<file path="config.mk">
export PLATFORM = sky130hd
export DESIGN_NAME = csv_quoted_field_tokenizer_flat
export DESIGN_NICKNAME = d
export VERILOG_FILES = /design/src/hdl/csvt_pkg.sv /design/src/hdl/csvt_ifs.sv /design/src/hdl/csvt_ram.sv /design/src/hdl/csvt_front.sv /design/src/hdl/csvt_queue.sv /design/src/hdl/csvt_back.sv /design/src/hdl/csv_quoted_field_tokenizer.sv /design/src/flat_wrapper.sv
export SDC_FILE = /design/constraint.sdc
export NUM_CORES = 1
export LEC_CHECK = 0
export BUFFER_PORTS_ARGS = -buffer_cell sky130_fd_sc_hd__buf_2
export CORE_MARGIN = 2
export CORE_UTILIZATION = 30
export CTS_CLUSTER_DIAMETER = 120
export DETAILED_ROUTE_END_ITERATION = 10
export GPL_TIMING_DRIVEN = 0
export PLACE_DENSITY = 0.48
export SLEW_MARGIN = 30
export SYNTH_ARGS = -nofsm -noshare
export SYNTH_HDL_FRONTEND = slang
export SYNTH_SLANG_ARGS = --single-unit
</file>
<file path="constraint.sdc">
create_clock -name clk -period 6.05 [get_ports clk]
set_clock_uncertainty 0.05 [all_clocks]
set_input_delay 1.815 -clock clk [delete_from_list [all_inputs] [get_ports clk]]
set_output_delay 1.815 -clock clk [all_outputs]
set_load 0.005 [all_outputs]
</file>
<file path="src/hdl/csvt_pkg.sv">
// Package: shared types, codes and defaults of the CSV quoted field tokenizer.
`timescale 1ns / 1ps
`default_nettype none

package csvt_pkg;

  // Default field buffer depth in bytes.
  localparam int MAX_FIELD_LEN = 32;

  // Field length counter width; holds the largest supported depth.
  localparam int FLEN_W = 6;

  // Configuration register width; values of 256 and above match no byte.
  localparam int CFG_W = 9;

  // Configuration register indexes.
  localparam logic [2:0] CFG_DELIM_A = 3'd0;
  localparam logic [2:0] CFG_DELIM_B = 3'd1;
  localparam logic [2:0] CFG_QUOTE_A = 3'd2;
  localparam logic [2:0] CFG_QUOTE_B = 3'd3;
  localparam logic [2:0] CFG_ESCAPE  = 3'd4;

  // Configuration reset values.
  localparam logic [CFG_W-1:0] RST_DELIM_A = 9'd44;
  localparam logic [CFG_W-1:0] RST_DELIM_B = 9'd256;
  localparam logic [CFG_W-1:0] RST_QUOTE_A = 9'd34;
  localparam logic [CFG_W-1:0] RST_QUOTE_B = 9'd256;
  localparam logic [CFG_W-1:0] RST_ESCAPE  = 9'd34;

  // Result kinds.
  localparam logic [1:0] KIND_BYTE  = 2'd0;
  localparam logic [1:0] KIND_EMPTY = 2'd1;
  localparam logic [1:0] KIND_REC   = 2'd2;

  // Record status codes.
  localparam logic [1:0] ST_OK        = 2'd0;
  localparam logic [1:0] ST_MISPLACED = 2'd1;
  localparam logic [1:0] ST_UNTERM    = 2'd2;
  localparam logic [1:0] ST_OVERFLOW  = 2'd3;

  typedef struct packed {
    logic [CFG_W-1:0] delim_a;
    logic [CFG_W-1:0] delim_b;
    logic [CFG_W-1:0] quote_a;
    logic [CFG_W-1:0] quote_b;
    logic [CFG_W-1:0] escape;
  } cfg_t;

  // Work handed from the front end to the back end.
  typedef enum logic [1:0] {
    CMD_REC,        // record end only
    CMD_FIELD,      // drain the field buffer
    CMD_FIELD_REC   // drain the field buffer, then record end
  } cmd_kind_t;

  typedef struct packed {
    cmd_kind_t         kind;
    logic [1:0]        status;
    logic [FLEN_W-1:0] length;
  } cmd_t;

  typedef enum logic [1:0] {
    B_IDLE,
    B_BYTES,
    B_EMPTY,
    B_REC
  } back_state_t;

endpackage

`default_nettype wire

</file>
<file path="src/hdl/csvt_ifs.sv">
// Interfaces: input byte channel and result channel.
`timescale 1ns / 1ps
`default_nettype none

interface csvt_in_if;
  logic       valid;
  logic       ready;
  logic       op;
  logic [7:0] text_byte;

  modport source (output valid, output op, output text_byte, input ready);
  modport sink   (input valid, input op, input text_byte, output ready);
endinterface

interface csvt_out_if;
  logic       valid;
  logic       ready;
  logic [1:0] kind;
  logic [7:0] data_byte;
  logic       field_last;
  logic [1:0] record_status;
  logic       last;

  modport source (output valid, output kind, output data_byte, output field_last,
                  output record_status, output last, input ready);
  modport sink   (input valid, input kind, input data_byte, input field_last,
                  input record_status, input last, output ready);
endinterface

`default_nettype wire

</file>
<file path="src/hdl/csvt_ram.sv">
// Generic single-write, single-read RAM with registered read data.
`timescale 1ns / 1ps
`default_nettype none

module csvt_ram #(
  parameter int WIDTH = 8,
  parameter int DEPTH = 32,
  localparam int AW = (DEPTH > 1) ? $clog2(DEPTH) : 1
) (
  input  wire logic             clk,
  input  wire logic             we,
  input  wire logic [AW-1:0]    waddr,
  input  wire logic [WIDTH-1:0] wdata,
  input  wire logic             re,
  input  wire logic [AW-1:0]    raddr,
  output logic      [WIDTH-1:0] rdata
);

  logic [WIDTH-1:0] mem_r [DEPTH];
  logic [WIDTH-1:0] rdata_r;

  always_ff @(posedge clk) begin
    if (we) begin
      mem_r[waddr] <= wdata;
    end
    if (re) begin
      rdata_r <= mem_r[raddr];
    end
  end

  assign rdata = rdata_r;

endmodule

`default_nettype wire

</file>
<file path="src/hdl/csvt_front.sv">
// Front end: accepts bytes, runs the quote/escape state and writes the field buffer.
`timescale 1ns / 1ps
`default_nettype none

module csvt_front #(
  parameter int MAX_FIELD_LEN = csvt_pkg::MAX_FIELD_LEN,
  localparam int AW = (MAX_FIELD_LEN > 1) ? $clog2(MAX_FIELD_LEN) : 1
) (
  input  wire logic           clk,
  input  wire logic           rst_n,
  csvt_in_if.sink             in_chan,
  input  wire logic           stall,
  input  wire csvt_pkg::cfg_t cfg,
  output logic                ram_we,
  output logic [AW-1:0]       ram_waddr,
  output logic [7:0]          ram_wdata,
  output logic                cmd_push,
  output csvt_pkg::cmd_t      cmd
);

  localparam logic [7:0] LF = 8'h0A;
  localparam logic [7:0] CR = 8'h0D;
  localparam logic [csvt_pkg::FLEN_W-1:0] LEN_MAX = csvt_pkg::FLEN_W'(MAX_FIELD_LEN);

  function automatic logic is_blank(input logic [7:0] b);
    return (b >= 8'h09 && b <= 8'h0D) || b == 8'h20 || b == 8'h85 || b == 8'hA0;
  endfunction

  logic [csvt_pkg::FLEN_W-1:0] flen_r, flen_nxt;
  logic       inq_r, inq_nxt;
  logic [7:0] oq_r, oq_nxt;
  logic       esc_r, esc_nxt;
  logic       started_r, started_nxt;
  logic       qc_r, qc_nxt;
  logic       la_r, la_nxt;
  logic       skip_r, skip_nxt;

  logic       accept;
  logic [7:0] c;
  logic [csvt_pkg::CFG_W-1:0] cw;
  logic       store_req, fail_req;
  logic [1:0] fail_st;
  logic       inq_l, qc_l;
  logic       is_delim, is_qchar, is_quote, is_esc;

  assign in_chan.ready = !stall;
  assign accept        = in_chan.valid && !stall;
  assign c             = in_chan.text_byte;
  assign cw            = {1'b0, c};
  assign ram_waddr     = flen_r[AW-1:0];
  assign ram_wdata     = c;

  always_comb begin
    flen_nxt    = flen_r;
    inq_nxt     = inq_r;
    oq_nxt      = oq_r;
    esc_nxt     = esc_r;
    started_nxt = started_r;
    qc_nxt      = qc_r;
    la_nxt      = la_r;
    skip_nxt    = skip_r;
    cmd_push    = 1'b0;
    cmd         = '{kind: csvt_pkg::CMD_REC, status: csvt_pkg::ST_OK, length: '0};
    ram_we      = 1'b0;
    store_req   = 1'b0;
    fail_req    = 1'b0;
    fail_st     = csvt_pkg::ST_OK;
    inq_l       = inq_r;
    qc_l        = qc_r;
    is_delim    = 1'b0;
    is_qchar    = 1'b0;
    is_quote    = 1'b0;
    is_esc      = 1'b0;

    if (accept) begin
      if (skip_r) begin
        // dropping a failed record up to its end
        if (in_chan.op || c == LF || c == CR) begin
          skip_nxt = 1'b0;
        end
      end else if (in_chan.op) begin
        if (la_r) begin
          inq_l = 1'b0;
        end
        cmd_push = 1'b1;
        if (inq_l || esc_r) begin
          cmd.status = csvt_pkg::ST_UNTERM;
        end else if (started_r) begin
          cmd.kind   = csvt_pkg::CMD_FIELD_REC;
          cmd.length = flen_r;
        end
        flen_nxt    = '0;
        started_nxt = 1'b0;
        qc_nxt      = 1'b0;
        inq_nxt     = 1'b0;
        esc_nxt     = 1'b0;
        la_nxt      = 1'b0;
      end else if (esc_r) begin
        esc_nxt   = 1'b0;
        store_req = 1'b1;
      end else if (la_r && c == oq_r) begin
        // doubled quote: keep one
        la_nxt    = 1'b0;
        store_req = 1'b1;
      end else begin
        if (la_r) begin
          la_nxt = 1'b0;
          inq_l  = 1'b0;
          qc_l   = 1'b1;
        end
        inq_nxt  = inq_l;
        qc_nxt   = qc_l;
        is_delim = (cw == cfg.delim_a) || (cw == cfg.delim_b);
        if (!is_delim) begin
          is_qchar = (cw == cfg.quote_a) || (cw == cfg.quote_b);
          is_quote = inq_l ? (c == oq_r) : is_qchar;
          is_esc   = (cw == cfg.escape);
          if (is_qchar && is_esc) begin
            is_esc = is_quote;
          end
        end

        priority if (is_quote) begin
          if (inq_l) begin
            if (is_esc) begin
              la_nxt = 1'b1;
            end else begin
              inq_nxt = 1'b0;
              qc_nxt  = 1'b1;
            end
          end else if (!started_r) begin
            // opening quote drops leading blanks
            flen_nxt    = '0;
            oq_nxt      = c;
            inq_nxt     = 1'b1;
            started_nxt = 1'b1;
          end else begin
            fail_req = 1'b1;
            fail_st  = csvt_pkg::ST_MISPLACED;
          end
        end else if (is_esc) begin
          esc_nxt = 1'b1;
        end else if (inq_l) begin
          store_req = 1'b1;
        end else if (is_delim) begin
          cmd_push    = 1'b1;
          cmd.kind    = csvt_pkg::CMD_FIELD;
          cmd.length  = flen_r;
          flen_nxt    = '0;
          started_nxt = 1'b0;
          qc_nxt      = 1'b0;
        end else if (c == LF || c == CR) begin
          cmd_push = 1'b1;
          if (started_r) begin
            cmd.kind   = csvt_pkg::CMD_FIELD_REC;
            cmd.length = flen_r;
          end
          flen_nxt    = '0;
          started_nxt = 1'b0;
          qc_nxt      = 1'b0;
          inq_nxt     = 1'b0;
          esc_nxt     = 1'b0;
          la_nxt      = 1'b0;
        end else if (is_blank(c)) begin
          if (!qc_l) begin
            store_req = 1'b1;
          end
        end else if (qc_l) begin
          fail_req = 1'b1;
          fail_st  = csvt_pkg::ST_MISPLACED;
        end else begin
          store_req   = 1'b1;
          started_nxt = 1'b1;
        end
      end

      if (store_req) begin
        if (flen_r >= LEN_MAX) begin
          fail_req = 1'b1;
          fail_st  = csvt_pkg::ST_OVERFLOW;
        end else begin
          ram_we   = 1'b1;
          flen_nxt = flen_r + 1'b1;
        end
      end

      if (fail_req) begin
        cmd_push    = 1'b1;
        cmd         = '{kind: csvt_pkg::CMD_REC, status: fail_st, length: '0};
        flen_nxt    = '0;
        started_nxt = 1'b0;
        qc_nxt      = 1'b0;
        inq_nxt     = 1'b0;
        esc_nxt     = 1'b0;
        la_nxt      = 1'b0;
        skip_nxt    = 1'b1;
      end
    end
  end

  always_ff @(posedge clk) begin
    if (!rst_n) begin
      flen_r    <= '0;
      inq_r     <= 1'b0;
      oq_r      <= 8'h00;
      esc_r     <= 1'b0;
      started_r <= 1'b0;
      qc_r      <= 1'b0;
      la_r      <= 1'b0;
      skip_r    <= 1'b0;
    end else begin
      flen_r    <= flen_nxt;
      inq_r     <= inq_nxt;
      oq_r      <= oq_nxt;
      esc_r     <= esc_nxt;
      started_r <= started_nxt;
      qc_r      <= qc_nxt;
      la_r      <= la_nxt;
      skip_r    <= skip_nxt;
    end
  end

endmodule

`default_nettype wire

</file>
<file path="src/hdl/csvt_queue.sv">
// Two-entry command queue between the front end and the back end.
`timescale 1ns / 1ps
`default_nettype none

module csvt_queue (
  input  wire logic           clk,
  input  wire logic           rst_n,
  input  wire logic           push,
  input  wire csvt_pkg::cmd_t push_data,
  output logic                full,
  output logic                q_valid,
  input  wire logic           pop,
  output csvt_pkg::cmd_t      q_data
);

  csvt_pkg::cmd_t ent_r [2];
  logic       wr_ptr_r, wr_ptr_nxt;
  logic       rd_ptr_r, rd_ptr_nxt;
  logic [1:0] cnt_r, cnt_nxt;
  logic       do_push, do_pop;

  assign full    = (cnt_r == 2'd2);
  assign q_valid = (cnt_r != 2'd0);
  assign q_data  = ent_r[rd_ptr_r];
  assign do_push = push && !full;
  assign do_pop  = pop && q_valid;

  always_comb begin
    wr_ptr_nxt = wr_ptr_r ^ do_push;
    rd_ptr_nxt = rd_ptr_r ^ do_pop;
    cnt_nxt    = cnt_r + {1'b0, do_push} - {1'b0, do_pop};
  end

  always_ff @(posedge clk) begin
    if (do_push) begin
      ent_r[wr_ptr_r] <= push_data;
    end
  end

  always_ff @(posedge clk) begin
    if (!rst_n) begin
      wr_ptr_r <= 1'b0;
      rd_ptr_r <= 1'b0;
      cnt_r    <= 2'd0;
    end else begin
      wr_ptr_r <= wr_ptr_nxt;
      rd_ptr_r <= rd_ptr_nxt;
      cnt_r    <= cnt_nxt;
    end
  end

endmodule

`default_nettype wire

</file>
<file path="src/hdl/csvt_back.sv">
// Back end: drains the field buffer and record ends into the result register.
`timescale 1ns / 1ps
`default_nettype none

module csvt_back #(
  parameter int MAX_FIELD_LEN = csvt_pkg::MAX_FIELD_LEN,
  localparam int AW = (MAX_FIELD_LEN > 1) ? $clog2(MAX_FIELD_LEN) : 1
) (
  input  wire logic           clk,
  input  wire logic           rst_n,
  input  wire logic           q_valid,
  input  wire csvt_pkg::cmd_t q_data,
  output logic                pop,
  output logic                ram_re,
  output logic [AW-1:0]       ram_raddr,
  input  wire logic [7:0]     ram_rdata,
  output logic                field_done,
  csvt_out_if.source          out_chan
);

  csvt_pkg::back_state_t state_r, state_nxt;
  csvt_pkg::cmd_t        cmd_r, cmd_nxt;
  logic [csvt_pkg::FLEN_W-1:0] iss_r, iss_nxt;
  logic [csvt_pkg::FLEN_W-1:0] cnt_r, cnt_nxt;
  logic       dv_r, dv_nxt;

  logic       ov_r, ov_nxt;
  logic [1:0] kind_r, kind_nxt;
  logic [7:0] data_r, data_nxt;
  logic       fl_r, fl_nxt;
  logic [1:0] st_r, st_nxt;
  logic       last_r, last_nxt;

  logic out_free, consume, byte_last, then_rec;

  assign out_free  = !ov_r || out_chan.ready;
  assign consume   = (state_r == csvt_pkg::B_BYTES) && dv_r && out_free;
  assign byte_last = (cnt_r + 1'b1) == cmd_r.length;
  assign then_rec  = (cmd_r.kind == csvt_pkg::CMD_FIELD_REC);
  assign ram_raddr = iss_r[AW-1:0];

  // next state
  always_comb begin
    state_nxt = state_r;
    unique case (state_r)
      csvt_pkg::B_IDLE: begin
        if (q_valid) begin
          if (q_data.kind == csvt_pkg::CMD_REC) begin
            state_nxt = csvt_pkg::B_REC;
          end else if (q_data.length == '0) begin
            state_nxt = csvt_pkg::B_EMPTY;
          end else begin
            state_nxt = csvt_pkg::B_BYTES;
          end
        end
      end
      csvt_pkg::B_BYTES: begin
        if (consume && byte_last) begin
          state_nxt = then_rec ? csvt_pkg::B_REC : csvt_pkg::B_IDLE;
        end
      end
      csvt_pkg::B_EMPTY: begin
        if (out_free) begin
          state_nxt = then_rec ? csvt_pkg::B_REC : csvt_pkg::B_IDLE;
        end
      end
      csvt_pkg::B_REC: begin
        if (out_free) begin
          state_nxt = csvt_pkg::B_IDLE;
        end
      end
      default: state_nxt = csvt_pkg::B_IDLE;
    endcase
  end

  // datapath and outputs
  always_comb begin
    pop        = 1'b0;
    ram_re     = 1'b0;
    field_done = 1'b0;
    cmd_nxt    = cmd_r;
    iss_nxt    = iss_r;
    cnt_nxt    = cnt_r;
    dv_nxt     = dv_r;
    ov_nxt     = ov_r && !out_chan.ready;
    kind_nxt   = kind_r;
    data_nxt   = data_r;
    fl_nxt     = fl_r;
    st_nxt     = st_r;
    last_nxt   = last_r;

    unique case (state_r)
      csvt_pkg::B_IDLE: begin
        pop = q_valid;
        if (q_valid) begin
          cmd_nxt = q_data;
          iss_nxt = '0;
          cnt_nxt = '0;
          dv_nxt  = 1'b0;
        end
      end
      csvt_pkg::B_BYTES: begin
        // keep one read in flight ahead of the result register
        ram_re = (iss_r < cmd_r.length) && (!dv_r || consume);
        if (ram_re) begin
          iss_nxt = iss_r + 1'b1;
          dv_nxt  = 1'b1;
        end else if (consume) begin
          dv_nxt = 1'b0;
        end
        if (consume) begin
          cnt_nxt    = cnt_r + 1'b1;
          ov_nxt     = 1'b1;
          kind_nxt   = csvt_pkg::KIND_BYTE;
          data_nxt   = ram_rdata;
          fl_nxt     = byte_last;
          st_nxt     = csvt_pkg::ST_OK;
          last_nxt   = byte_last && !then_rec;
          field_done = byte_last;
        end
      end
      csvt_pkg::B_EMPTY: begin
        if (out_free) begin
          ov_nxt     = 1'b1;
          kind_nxt   = csvt_pkg::KIND_EMPTY;
          data_nxt   = 8'h00;
          fl_nxt     = 1'b1;
          st_nxt     = csvt_pkg::ST_OK;
          last_nxt   = !then_rec;
          field_done = 1'b1;
        end
      end
      csvt_pkg::B_REC: begin
        if (out_free) begin
          ov_nxt   = 1'b1;
          kind_nxt = csvt_pkg::KIND_REC;
          data_nxt = 8'h00;
          fl_nxt   = 1'b0;
          st_nxt   = cmd_r.status;
          last_nxt = 1'b1;
        end
      end
      default: begin
        pop = 1'b0;
      end
    endcase
  end

  always_ff @(posedge clk) begin
    cmd_r  <= cmd_nxt;
    iss_r  <= iss_nxt;
    cnt_r  <= cnt_nxt;
    kind_r <= kind_nxt;
    data_r <= data_nxt;
    fl_r   <= fl_nxt;
    st_r   <= st_nxt;
    last_r <= last_nxt;
  end

  always_ff @(posedge clk) begin
    if (!rst_n) begin
      state_r <= csvt_pkg::B_IDLE;
      dv_r    <= 1'b0;
      ov_r    <= 1'b0;
    end else begin
      state_r <= state_nxt;
      dv_r    <= dv_nxt;
      ov_r    <= ov_nxt;
    end
  end

  assign out_chan.valid         = ov_r;
  assign out_chan.kind          = kind_r;
  assign out_chan.data_byte     = data_r;
  assign out_chan.field_last    = fl_r;
  assign out_chan.record_status = st_r;
  assign out_chan.last          = last_r;

endmodule

`default_nettype wire

</file>
<file path="src/hdl/csv_quoted_field_tokenizer.sv">
// Top level of the CSV quoted field tokenizer.
`timescale 1ns / 1ps
`default_nettype none

// Splits a Latin-1 byte stream into CSV records and fields. Each input transfer
// carries one text byte (op = 0) or an end-of-buffer mark (op = 1) that closes
// the record. Fields end at either delimiter register; records end at an
// unquoted CR or LF or at an end mark. Two quote bytes and one escape byte are
// configurable; an escape byte that is also a quote escapes only itself inside
// quotes it opened (doubled quote). Results come out as one transfer per field
// byte, an empty-field transfer, or a record-end transfer with status; `last`
// marks the final result caused by an input transfer. An error reports the
// record end at once and drops input up to the next CR, LF or end mark.
// Rate: one input byte per cycle while no field is draining and the command
// queue is not full. A byte that ends a field (delimiter, CR/LF, end mark)
// holds input off until the back end has read the whole field out of the field
// buffer, one read per cycle while the result side accepts. Record-end and
// error results pass through the two-entry command queue, holding input only
// while it is full. The field buffer needs no clearing pass after reset.
// Configuration writes (cfg_we, cfg_index, cfg_data) take effect at once and
// are meant for idle periods only.
module csv_quoted_field_tokenizer #(
  parameter int MAX_FIELD_LEN = csvt_pkg::MAX_FIELD_LEN,
  localparam int AW = (MAX_FIELD_LEN > 1) ? $clog2(MAX_FIELD_LEN) : 1
) (
  input  wire logic                       clk,
  input  wire logic                       rst_n,
  csvt_in_if.sink                         in_chan,
  csvt_out_if.source                      out_chan,
  input  wire logic                       cfg_we,
  input  wire logic [2:0]                 cfg_index,
  input  wire logic [csvt_pkg::CFG_W-1:0] cfg_data
);

  // configuration registers
  csvt_pkg::cfg_t cfg_r, cfg_nxt;

  always_comb begin
    cfg_nxt = cfg_r;
    if (cfg_we) begin
      unique case (cfg_index)
        csvt_pkg::CFG_DELIM_A: cfg_nxt.delim_a = cfg_data;
        csvt_pkg::CFG_DELIM_B: cfg_nxt.delim_b = cfg_data;
        csvt_pkg::CFG_QUOTE_A: cfg_nxt.quote_a = cfg_data;
        csvt_pkg::CFG_QUOTE_B: cfg_nxt.quote_b = cfg_data;
        csvt_pkg::CFG_ESCAPE:  cfg_nxt.escape  = cfg_data;
        default:               cfg_nxt = cfg_r;   // unmapped index: ignored
      endcase
    end
  end

  always_ff @(posedge clk) begin
    if (!rst_n) begin
      cfg_r.delim_a <= csvt_pkg::RST_DELIM_A;
      cfg_r.delim_b <= csvt_pkg::RST_DELIM_B;
      cfg_r.quote_a <= csvt_pkg::RST_QUOTE_A;
      cfg_r.quote_b <= csvt_pkg::RST_QUOTE_B;
      cfg_r.escape  <= csvt_pkg::RST_ESCAPE;
    end else begin
      cfg_r <= cfg_nxt;
    end
  end

  // front end <-> field buffer / queue
  logic           ram_we;
  logic [AW-1:0]  ram_waddr;
  logic [7:0]     ram_wdata;
  logic           ram_re;
  logic [AW-1:0]  ram_raddr;
  logic [7:0]     ram_rdata;
  logic           cmd_push;
  csvt_pkg::cmd_t cmd;
  logic           q_full;
  logic           q_valid;
  logic           q_pop;
  csvt_pkg::cmd_t q_data;
  logic           field_done;

  // A field handed to the back end owns the field buffer until fully read;
  // the front end holds off so it cannot overwrite bytes still to drain.
  logic fld_busy_r, fld_busy_nxt;
  logic front_stall;

  assign fld_busy_nxt = (cmd_push && cmd.kind != csvt_pkg::CMD_REC) ? 1'b1 :
                        field_done ? 1'b0 : fld_busy_r;
  assign front_stall  = q_full || fld_busy_r;

  always_ff @(posedge clk) begin
    if (!rst_n) begin
      fld_busy_r <= 1'b0;
    end else begin
      fld_busy_r <= fld_busy_nxt;
    end
  end

  csvt_front #(
    .MAX_FIELD_LEN(MAX_FIELD_LEN)
  ) u_front (
    .clk      (clk),
    .rst_n    (rst_n),
    .in_chan  (in_chan),
    .stall    (front_stall),
    .cfg      (cfg_r),
    .ram_we   (ram_we),
    .ram_waddr(ram_waddr),
    .ram_wdata(ram_wdata),
    .cmd_push (cmd_push),
    .cmd      (cmd)
  );

  // field buffer
  csvt_ram #(
    .WIDTH(8),
    .DEPTH(MAX_FIELD_LEN)
  ) u_field_ram (
    .clk  (clk),
    .we   (ram_we),
    .waddr(ram_waddr),
    .wdata(ram_wdata),
    .re   (ram_re),
    .raddr(ram_raddr),
    .rdata(ram_rdata)
  );

  csvt_queue u_queue (
    .clk      (clk),
    .rst_n    (rst_n),
    .push     (cmd_push),
    .push_data(cmd),
    .full     (q_full),
    .q_valid  (q_valid),
    .pop      (q_pop),
    .q_data   (q_data)
  );

  csvt_back #(
    .MAX_FIELD_LEN(MAX_FIELD_LEN)
  ) u_back (
    .clk       (clk),
    .rst_n     (rst_n),
    .q_valid   (q_valid),
    .q_data    (q_data),
    .pop       (q_pop),
    .ram_re    (ram_re),
    .ram_raddr (ram_raddr),
    .ram_rdata (ram_rdata),
    .field_done(field_done),
    .out_chan  (out_chan)
  );

endmodule

`default_nettype wire
</file>
<file path="src/flat_wrapper.sv">
// flat-port wrapper written by rule: the top's interface ports become plain ports
module csv_quoted_field_tokenizer_flat 
#(
  parameter int MAX_FIELD_LEN = csvt_pkg::MAX_FIELD_LEN,
  localparam int AW = (MAX_FIELD_LEN > 1) ? $clog2(MAX_FIELD_LEN) : 1
)
  (clk, rst_n, cfg_we, cfg_index, cfg_data, in_chan_valid, in_chan_op, in_chan_text_byte, in_chan_ready, out_chan_valid, out_chan_kind, out_chan_data_byte, out_chan_field_last, out_chan_record_status, out_chan_last, out_chan_ready);
  csvt_in_if in_chan_i ();
  csvt_out_if out_chan_i ();
  input  wire logic clk;
  input  wire logic rst_n;
  input  wire logic cfg_we;
  input  wire logic [2:0] cfg_index;
  input  wire logic [csvt_pkg::CFG_W-1:0] cfg_data;
  input wire logic [$bits(in_chan_i.valid)-1:0] in_chan_valid;
  input wire logic [$bits(in_chan_i.op)-1:0] in_chan_op;
  input wire logic [$bits(in_chan_i.text_byte)-1:0] in_chan_text_byte;
  output wire logic [$bits(in_chan_i.ready)-1:0] in_chan_ready;
  output wire logic [$bits(out_chan_i.valid)-1:0] out_chan_valid;
  output wire logic [$bits(out_chan_i.kind)-1:0] out_chan_kind;
  output wire logic [$bits(out_chan_i.data_byte)-1:0] out_chan_data_byte;
  output wire logic [$bits(out_chan_i.field_last)-1:0] out_chan_field_last;
  output wire logic [$bits(out_chan_i.record_status)-1:0] out_chan_record_status;
  output wire logic [$bits(out_chan_i.last)-1:0] out_chan_last;
  input wire logic [$bits(out_chan_i.ready)-1:0] out_chan_ready;
  assign in_chan_i.valid = in_chan_valid;
  assign in_chan_i.op = in_chan_op;
  assign in_chan_i.text_byte = in_chan_text_byte;
  assign in_chan_ready = in_chan_i.ready;
  assign out_chan_valid = out_chan_i.valid;
  assign out_chan_kind = out_chan_i.kind;
  assign out_chan_data_byte = out_chan_i.data_byte;
  assign out_chan_field_last = out_chan_i.field_last;
  assign out_chan_record_status = out_chan_i.record_status;
  assign out_chan_last = out_chan_i.last;
  assign out_chan_i.ready = out_chan_ready;
  csv_quoted_field_tokenizer #(.MAX_FIELD_LEN(MAX_FIELD_LEN)) u_core (.clk(clk), .rst_n(rst_n), .in_chan(in_chan_i), .out_chan(out_chan_i), .cfg_we(cfg_we), .cfg_index(cfg_index), .cfg_data(cfg_data));
endmodule
</file>
== Word level (Yosys, flattened, before mapping) ==
Memories as Yosys holds them, arrays and structs flattened. A register that Yosys moved wholly into a read port is not among the register bits.
Cells that the tools add are included.
W data, S select, Z words.
Storage, ports and cells
  memories kept: 2
  output and inout bits: 16
  input bits: 26
  RAM bits: 276
  word-level logic and storage cells: 368
  flip-flop bits (word level): 110
Memory list
  u_core.u_field_ram.mem_r: words 32, bits a word 8, read ports 1, clocked after memory_dff 1, write ports 1, RTL line csvt_ram.sv:19  | logic [WIDTH-1:0] mem_r [DEPTH];
  u_core.u_queue.ent_r: words 2, bits a word 10, read ports 1, clocked after memory_dff 1, write ports 1, RTL line csvt_queue.sv:16  | csvt_pkg::cmd_t ent_r [2];
Operators by class
  reductions and logical operators: 59
  eq/ne operators: 37
  add/sub/neg operators: 5
  bitwise operators: 8
  magnitude comparators: 4
  mux-type cells: 223
Operator list (count)
  $mux W6: 26
  $mux W1: 151
  $mux W2: 30
  $eq A8 B9 Y1: 5
  $mux W10: 3
  $pmux W6 S2: 2
  $add A6 B1 Y6 const B: 3
  $eq A8 B4 Y1 const B: 2
  $eq A8 B8 Y1 const B: 2
  $mux W8: 2
  $pmux W8 S2: 1
  $reduce_and A3 Y1: 5
  $reduce_and A2 Y1: 7
  $logic_and A1 B1 Y1: 13
  $logic_or A1 B1 Y1: 12
  $pmux W2 S3: 2
  $reduce_and A4 Y1: 3
  $reduce_bool A2 Y1: 5
  $ne A3 B2 Y1 const B: 3
  $reduce_and A9 Y1: 1
  $eq A2 B2 Y1 const B: 4
  $eq A8 B6 Y1 const B: 1
  $eq A8 B8 Y1: 1
  $ge A8 B4 Y1 const B: 1
  28 further kinds: 51

== Logic depth before layout (Yosys ltp) ==
Gate-level depths: netlist of run 1.
  word-level depth: 29
  gate-level depth with buffers: 15
  gate-level depth less buffers: 14

== Cells and area by module ==
Synthesis of run 1 repeated with hierarchy kept, for this count alone.
Second synthesis, totals
  cell total of the unflattened synthesis: 1099
  area total of the unflattened synthesis: 17207.8 sq um
Modules (own cells, without submodules)
  csvt_ram: cells each 417, area an instance 10133.5 sq um, seq. area each 7927.6 sq um, times used 1
  csvt_front: cells each 288, area an instance 2254.7 sq um, seq. area each 400.4 sq um, times used 1
  csvt_back: cells each 167, area an instance 2043.2 sq um, seq. area each 1161.1 sq um, times used 1
  csv_quoted_field_tokenizer: cells each 171, area an instance 1791.7 sq um, seq. area each 920.9 sq um, times used 1
  csvt_queue: cells each 56, area an instance 984.7 sq um, seq. area each 700.7 sq um, times used 1

== Worst setup path after synthesis of run 1 ==
OpenSTA, ideal clock, no wires.
  path kind: input port to flip-flop
  from: input in_chan_text_byte[3]
  to: register u_core.u_queue.cnt_r[1]
  cell stages on the path: 15
  data required time: 5.872 ns
  path buffers: 1
  arrival: 4.562 ns
  setup slack: 1.311 ns
  setup time: 0.128 ns
  path through: buf_2 xnor2_1 nand3_1 or4_4 a31o_4 a21o_4 a21o_4 o31a_1 inv_1 ha_1 inv_1 ha_1 xor2_1 xnor2_1 nor2_1
On the way
  cells in the longest elaborated chain, start to end: 24
  elaborated cells between the ends (all ways): 73
  those cells by class: 2 x add/sub; 2 x order compare; 11 x eq/ne; 48 x mux; 10 x reduce/logical
RTL lines
  start, declared: RTL line flat_wrapper.sv:17  | input wire logic [$bits(in_chan_i.text_byte)-1:0] in_chan_text_byte;
  $eq A8 B9 Y1: RTL line csvt_front.sv:115  | is_qchar = (cw == cfg.quote_a) || (cw == cfg.quote_b);
  $logic_or A1 B1 Y1: RTL line csvt_front.sv:115
  $mux W1 or $logic_and A1 B1 Y1 (tied branches): RTL line csvt_front.sv:116, csvt_front.sv:118
  $mux W1: RTL line csvt_front.sv:118  | if (is_qchar && is_esc) begin
  $mux W1: RTL line csvt_front.sv:114  | if (!is_delim) begin
  $mux W1: RTL line csvt_front.sv:101  | end else if (la_r && c == oq_r) begin
  $mux W1: RTL line csvt_front.sv:98  | end else if (esc_r) begin
  $mux W1: RTL line csvt_front.sv:81  | end else if (in_chan.op) begin
  [8 not listed]
  $mux W1 (on tied branches): RTL line csvt_front.sv:178, csvt_front.sv:75
  $mux W1: RTL line csvt_front.sv:177  | if (store_req) begin
  $mux W1: RTL line csvt_front.sv:75  | if (accept) begin
  $mux W1 (*): RTL line csvt_front.sv:187  | if (fail_req) begin
  $mux W1 (*): RTL line csvt_front.sv:75
  $logic_and A1 B1 Y1 (*): RTL line csvt_queue.sv:25  | assign do_push = push && !full;
  $add A2 B1 Y2 (*): RTL line csvt_queue.sv:31  | cnt_nxt = cnt_r + {1'b0, do_push} - {1'b0, do_pop};
  $sub A2 B1 Y2 (*): RTL line csvt_queue.sv:31
  end signal, assigned: RTL line csvt_queue.sv:48  | cnt_r <= cnt_nxt;
  end, declared: RTL line csvt_queue.sv:19  | logic [1:0] cnt_r, cnt_nxt;
Every way passes the cells marked *; elsewhere a longest branch is shown, timed or not. The select of a mux whose other input is x is not followed.
A chain may end at the register's enable or synchronous reset.

== Final worst setup path of run 1 ==
  from: input in_chan_text_byte[3]
  to: memory u_core.u_field_ram.mem_r[26][4], enable pin
On the way
  cells in the longest elaborated chain, start to end: 21
  elaborated cells between the ends (all ways): 41
  those cells by class: 8 x eq/ne; 28 x mux; 5 x reduce/logical
RTL lines
  $eq A8 B9 Y1: RTL line csvt_front.sv:115
  $logic_or A1 B1 Y1: RTL line csvt_front.sv:115
  $mux W1 or $logic_and A1 B1 Y1 (tied branches): RTL line csvt_front.sv:116, csvt_front.sv:118
  $mux W1: RTL line csvt_front.sv:118
  $mux W1: RTL line csvt_front.sv:114
  $mux W1: RTL line csvt_front.sv:101
  $mux W1: RTL line csvt_front.sv:98
  $mux W1: RTL line csvt_front.sv:81
  [5 not listed]
  $mux W1 (*): RTL line csvt_front.sv:98
  $mux W1 (*): RTL line csvt_front.sv:81
  $mux W1 (*): RTL line csvt_front.sv:76  | if (skip_r) begin
  $mux W1 (*): RTL line csvt_front.sv:75
  $mux W1 (*): RTL line csvt_front.sv:177
  $mux W1 (*): RTL line csvt_front.sv:75
  $mux W1 (*): RTL line csvt_ram.sv:23  | if (we) begin
  $mux W1 (implied by the code) (*): RTL line csvt_ram.sv:24  | mem_r[waddr] <= wdata;
  end, declared: RTL line csvt_ram.sv:19
Marked as above.

==> flow_summary.yaml, run 1 <==
sta:
  period_needed_ns: 5.78
  slew_violations: 0
  rsz0062_at_grt: "false"
  fmax_ghz: 0.173
  setup_viol: 0
  setup_tns_ns: 0
  max-slew-margin-rel_pct: 38.1
  finalHoldViolCount: 0
  worst_pin_slew_ns: 0.925
  hold_ws_ns: 0.402
  post-route-period-util_pct: 95.5
yosys:
  syn_avg_cell_area_sq_um: 15.0
  ys_ff_latch: 395
  synth-edff-count: 320
  synthArstFlopShare_pct: 0
  netlist_area_sq_mm: 0.0169
  seq_area_frac_synth_pct: 65.9
  ys.flop_type: "edfxtp_1"
  yosysWarnings: 0
  synth_cell_type_count: 71
  syn_inst: 1124
  syn_nets: 1170
clock_network:
  clock_sinks: 395
  cts_setup_buffers: 0
  clockBufferDepth: 3
  clock_latency_ns: 0.57
  path_clk_slew_ns: 0.06
  cts_resized: 0
  htreeDepth: 2
  cts_tree: "built"
  root_buffer: "clkbuf_16"
  hold_buffers: 0
  cts_inserted_buffers: 44
placement:
  gp_congestion: 0.831
  dp.cells: 1912
  placed_cell_area_sq_mm: 0.0180
  dp_hpwl_mm: 27.1
  portBuffers: 39
setup_path:
  crit_top_cell: "buf_2"
  cpPeakStageDelay_ns: 0.92
  critPathSlowestCell: "nor2_1"
  critPathCaptureType: "flip-flop"
  cp.arrival_ns: 5.92
  crit_chain: "buf_2, buf_2, xnor2_1, nand4_1, or4_1, nand2_1, a21o_4, o21a_1, nand3_1, nor2_1"
  path_class: "in -> reg"
  crit_fanout: 34
  startpoint_type: "primary input"
  critPathRequiredTime_ns: 6.19
worst_hold_path:
  hold_path.class: "reg -> reg"
power:
  power_frac_seq_pct: 42.2
  p_sw_share_pct: 29.4
  internal_power_w: 0.00550
  comb_power_share_pct: 26.1
  p_total_w: 0.00780
  switching_power_w: 0.00229
  clkPwrFrac_pct: 31.7
  powerDensity_mw_per_mm2: 403
  peakVddDrop_uv: 218
  leakage_nw: 6.29
floorplanning:
  core_area_sq_mm: 0.0553
  start_util_pct: 30.5
  num_rows: 86
  dieWidth_um: 241
  chipHeight_um: 241
  pin_count: 42
  die-area_sq_mm: 0.0581
run_status:
  status: "completed"
drt:
  ant_nets: 0
  wire_per_inst_um: 20.6
  routed_wl_mm: 41.1
  drc: 0
  num_vias: 9584
  via_per_inst: 4.81
  drt_iter0_markers: 660
  dr.pass1.iters: 5
grt:
  grt_overflow: 0
  grt_pass1_wl_mm: 62.3
  grtUsageTotal_pct: 14.5
  antenna_found_initial: 0
  grt_max_degree: 37
  first_global_vias: 9677
finish:
  drive_gt1_share_pct: 19.3
  fin_cells: 1993
  final_area_sq_mm: 0.0193
  syn_to_final_growth_pct: 14.6
  final_nets: 1256
run:
  cap_violations: 0
-- layout make-up --
type,instances,area (sq um)
fill,5434,36000
sequential,395,11100
multi-input combinational,647,5410
clock buffer,52,1130
tap,748,936
buffer,59,277
timing repair buffer,40,203
clock inverter,28,180
inverter,23,86.3
antenna,1,2.50
-- Yosys cell counts (10+ instances only) --
cell | count | area, sq um
a21o_1 | 10 | 75.1
a21oi_1 | 54 | 270
and2_1 | 22 | 138
clkbuf_1 | 40 | 150
dfxtp_1 | 75 | 1500
edfxtp_1 | 320 | 9610
ha_1 | 20 | 250
inv_1 | 23 | 86.3
mux2_2 | 18 | 203
mux4_2 | 80 | 1800
nand2_1 | 117 | 439
nand3_1 | 35 | 175
nor2_1 | 83 | 312
nor3_1 | 11 | 55.1
xnor2_1 | 44 | 385
xor2_1 | 21 | 184
-- metal layers --
metal | track usage (%) | vias to the layer above | routed length, um
met5 | 0 | - | 0
met4 | 3.57 | 0 | 810
met3 | 2.65 | 68 | 1750
met2 | 24.2 | 199 | 20100
met1 | 19.6 | 4872 | 18400
li1 | - | 4445 | -
-- sequential cells by signal (all words and copies together) (netlist names), 8 cells and up, named ones only --
name,count
u_core.u_back.cmd_r,10
u_core.cfg_r,45
u_core.u_field_ram.rdata,8
u_core.u_back.out_chan.data_byte,8
u_core.u_queue.ent_r,20
u_core.u_field_ram.mem_r,256
u_core.u_front.oq_r,8
-- logic make-up (layout without fill, tap and decap cells) --
group	after synthesis	in the layout	share of synthesized area [%]
buffers and inverters	82	202	2.11
adders and majority gates	20	20	1.48
xor gates and xnor gates	66	66	3.47
muxes	107	107	12.4
DFF	395	395	65.9
and+or+nand+nor	325	325	9.14
AOI/OAI and AO/OA	129	129	5.50
other	0	1	0
-- critical path, delay by kind of cell --
family          cells  cell delay [ns]
simple gates        5             2.54
buf+inv             2             0.97
compound gates      2             0.42
xor+xnor            1             0.16
-- placed cells by master, fill, tap and decap left out, types with 6 or more instances in the layout --
cell / count
mux2i_1: 9
a21oi_1: 54
nor4_1: 6
xnor2_1: 44
a31oi_1: 6
edfxtp_1: 320
nor3_1: 11
clkbuf_16: 44
clkinv_1: 10
xor2_1: 21
o21ai_0: 6
nand3_1: 35
dfxtp_1: 75
a21o_1: 10
nand4_1: 6
mux4_2: 80
clkbuf_1: 48
ha_1: 20
inv_1: 23
nor2_1: 82
buf_2: 46
nand2_1: 117
nand3b_1: 8
clkinv_2: 10
mux2_2: 18
and2_1: 22
-- through the flow --
step / setup WS (ns) / utilization (%)
after floorplan: 1.31 / -
after global placement: -0.363 / 32.5
after detailed placement: -0.423 / 32.6
after CTS: 0.174 / 34.9
after global routing: 0.0436 / 35.0
final: 0.271 / 35.0
-- power by group through the flow --
stage	logic [W]	registers, W	clock network, W
after floorplan	0.00138	0.00333	0
after global placement	0.00206	0.00335	0
after detailed placement	0.00208	0.00336	0
after CTS	0.00209	0.00330	0.00255
after global routing	0.00224	0.00331	0.00265
final	0.00204	0.00329	0.00247
-- path summary, 6_finish.rpt --
kind / startpoint / end / slack, ns / depth (start not counted)
min: u_core.cfg_r[44]$_SDFFE_PN0P_ / u_core.cfg_r[44]$_SDFFE_PN0P_ / 0.40 / 2
max reg2reg: u_core.u_front.oq_r[1]$_SDFFE_PN0P_ / u_core.u_field_ram.mem_r[26][4]$_DFFE_PP_ / 2.05 / 7
max: in_chan_text_byte[3] / u_core.u_field_ram.mem_r[26][4]$_DFFE_PP_ / 0.27 / 10
min reg2reg: u_core.cfg_r[44]$_SDFFE_PN0P_ / u_core.cfg_r[44]$_SDFFE_PN0P_ / 0.40 / 2
No activity file was read; power rests on OpenSTA's default activity.
==> inputs of run 2 (changes only) <==
Settings changed: BUFFER_PORTS_ARGS -buffer_cell sky130_fd_sc_hd__buf_2 to default, DONT_BUFFER_PORTS from default to 1.
Clock period 6.05 ns to 6.2 ns, I/O delays scaled along.
==> run 2 against run 1 <==
Non-clock buffer count is 39 lower. Register-to-register slack gained 0.10 ns. Worst hold slack gained 0.0063 ns. Combinational power down 6%. Via count decreased by 1.5%. Flip-flop and latch count stayed put. Die area unchanged. First-iteration DRC count grew 15%. Largest power group unchanged.
==> flow_summary.yaml, run 2 (same netlist as run 1, synthesis figures left out) <==
power:
  p_total_w: 0.00774
  powerDensity_mw_per_mm2: 402
  leakage_nw: 6.20
  comb_power_share_pct: 24.9
  internal_power_w: 0.00549
  power_frac_seq_pct: 41.7
  clkPwrFrac_pct: 33.4
  peakVddDrop_uv: 193
  p_sw_share_pct: 29.1
  switching_power_w: 0.00225
placement:
  portBuffers: 0
  dp_hpwl_mm: 26.9
  gp_congestion: 0.831
grt:
  antenna_found_initial: 0
  first_global_vias: 9454
  met2_usage_pct: 23.7
  grt_overflow: 0
  top_usage_layer: "met2"
  grtUsageTotal_pct: 14.6
  met3_usage_pct: 2.86
  gr-usage-met1_pct: 20.2
  grt_pass1_wl_mm: 61.7
  grt_max_degree: 37
setup_path:
  cp_top_family: "simple AND/OR/NAND/NOR gates"
  critPathSlowestCell: "nor2_1"
  startpoint_type: "primary input"
  path_class: "in -> reg"
  cp_num_buf_inv: 1
  cp.arrival_ns: 5.26
  crit_fanout: 34
  cpPeakStageDelay_ns: 0.91
  critPathCaptureType: "flip-flop"
  critPathRequiredTime_ns: 6.33
  crit_chain: "buf_6, xor2_2, nor4bb_4, a31oi_1, a2111oi_1, o21a_1, nand3_1, nor2_1"
floorplanning:
  num_rows: 86
  pin_count: 42
  die-area_sq_mm: 0.0581
  core_area_sq_mm: 0.0553
  start_util_pct: 30.5
  dieWidth_um: 241
  chipHeight_um: 241
drt:
  dr.pass1.iters: 5
  ant_nets: 0
  drt_iter0_markers: 759
  num_vias: 9445
  wire_per_inst_um: 21.2
  drc: 0
  routed_wl_mm: 41.6
  via_per_inst: 4.83
clock_network:
  path_clk_slew_ns: 0.06
  clockBufferDepth: 3
  cts_resized: 0
  cts_tree: "built"
  root_buffer: "clkbuf_16"
  htreeDepth: 2
  hold_buffers: 0
  cts_setup_buffers: 0
  clock_sinks: 395
  clock_latency_ns: 0.58
  cts_inserted_buffers: 45
sta:
  rsz0062_at_grt: "false"
  slew_violations: 0
  setup_viol: 0
  max-slew-margin-rel_pct: 36.5
  fmax_ghz: 0.195
  post-route-period-util_pct: 82.7
  worst_pin_slew_ns: 0.949
  finalHoldViolCount: 0
  period_needed_ns: 5.13
  setup_tns_ns: 0
finish:
  nFillCells: 5410
  syn_to_final_growth_pct: 14.1
  reg_top3: "u_core.u_field_ram.mem_r: 256 flops, u_core.cfg_r: 45 flops, u_core.u_queue.ent_r: 20 flops"
  drive_gt1_share_pct: 17.0
  antenna_cells: 0
  layout_commonest_cell: "edfxtp_1"
  largest_register: "u_core.u_field_ram.mem_r"
  largest_register_ffs: 256
  final_nets: 1218
  final_cell_mix: "edfxtp_1 (320), nand2_1 (117), nor2_1 (81), mux4_2 (80), dfxtp_1 (75)"
run_status:
  status: "completed"
worst_hold_path:
  hold_path.class: "reg -> reg"
run:
  cap_violations: 0
run 2: changes by cell type in the layout (fill, tap and decap cells not counted), moves of 2 or more:
cell	delta
clkinv_2	-3
clkbuf_8	+2
buf_2	-41
clkbuf_2	+3
inv_6	+2
clkbuf_1	+3
clkinvlp_4	-2
bufinv_16	+2
clkinv_1	-2
run 2: layer usage:
metal  share of wire, %  routed length [um]
met5                  0                   0
met4                1.6                 681
met3                4.0                1680
met2                 47               19600
met1                 47               19600
run 2: worst reg2reg max path: cells and delay by family (launching register included):
family | cells | cell delay, ns
flops | 1 | 0.30
compound gates | 2 | 1.05
simple gates | 5 | 2.09
buf+inv | 1 | 0.17
run 2: power groups by stage:
stage,sequential [W],combinational [W],clock [W]
6_report,0.00323,0.00192,0.00259
3_5_place_dp,0.00329,0.00194,0
2_1_floorplan,0.00325,0.00135,0
3_3_place_gp,0.00329,0.00193,0
4_1_cts,0.00323,0.00195,0.00266
5_1_grt,0.00325,0.00209,0.00277
run 2: final cells by class:
| class | count | area, sq um | share of cell area, % |
|---|---|---|---|
| multi-input cells | 647 | 5410 | 28.1 |
| flip-flops and latches | 395 | 11100 | 57.7 |
| repair buffers | 1 | 7.51 | 0.0390 |
| clock buffers | 59 | 1200 | 6.23 |
| plain buffers | 59 | 278 | 1.44 |
| clock inverters | 25 | 224 | 1.16 |
| well taps | 748 | 936 | 4.86 |
| inverters | 23 | 86.3 | 0.448 |
run 2: metrics by stage:
step	utilization, %	hold slack [ns]	instances	setup WS (ns)	area, sq um
6_report	34.8	0.408	1957	1.07	19300
5_1_grt	34.8	0.433	1957	0.892	19300
4_1_cts	34.8	0.405	1957	0.969	19200
3_5_place_dp	32.2	0.396	1873	0.376	17800
3_3_place_gp	32.2	0.388	1872	0.341	17800
2_1_floorplan	-	0.381	1124	1.42	16900
run 2: worst paths after layout:
kind | startpoint | to | slack, ns | cells after the start
worst min register to register | u_core.cfg_r[8]$_SDFFE_PN0P_ | u_core.cfg_r[8]$_SDFFE_PN0P_ | 0.41 | 2
worst max-delay path | in_chan_text_byte[5] | u_core.u_field_ram.mem_r[5][2]$_DFFE_PP_ | 1.07 | 8
worst min-delay path | u_core.cfg_r[8]$_SDFFE_PN0P_ | u_core.cfg_r[8]$_SDFFE_PN0P_ | 0.41 | 2
worst max register to register | u_core.u_front.la_r$_SDFFE_PN0P_ | u_core.u_field_ram.mem_r[5][2]$_DFFE_PP_ | 2.15 | 8
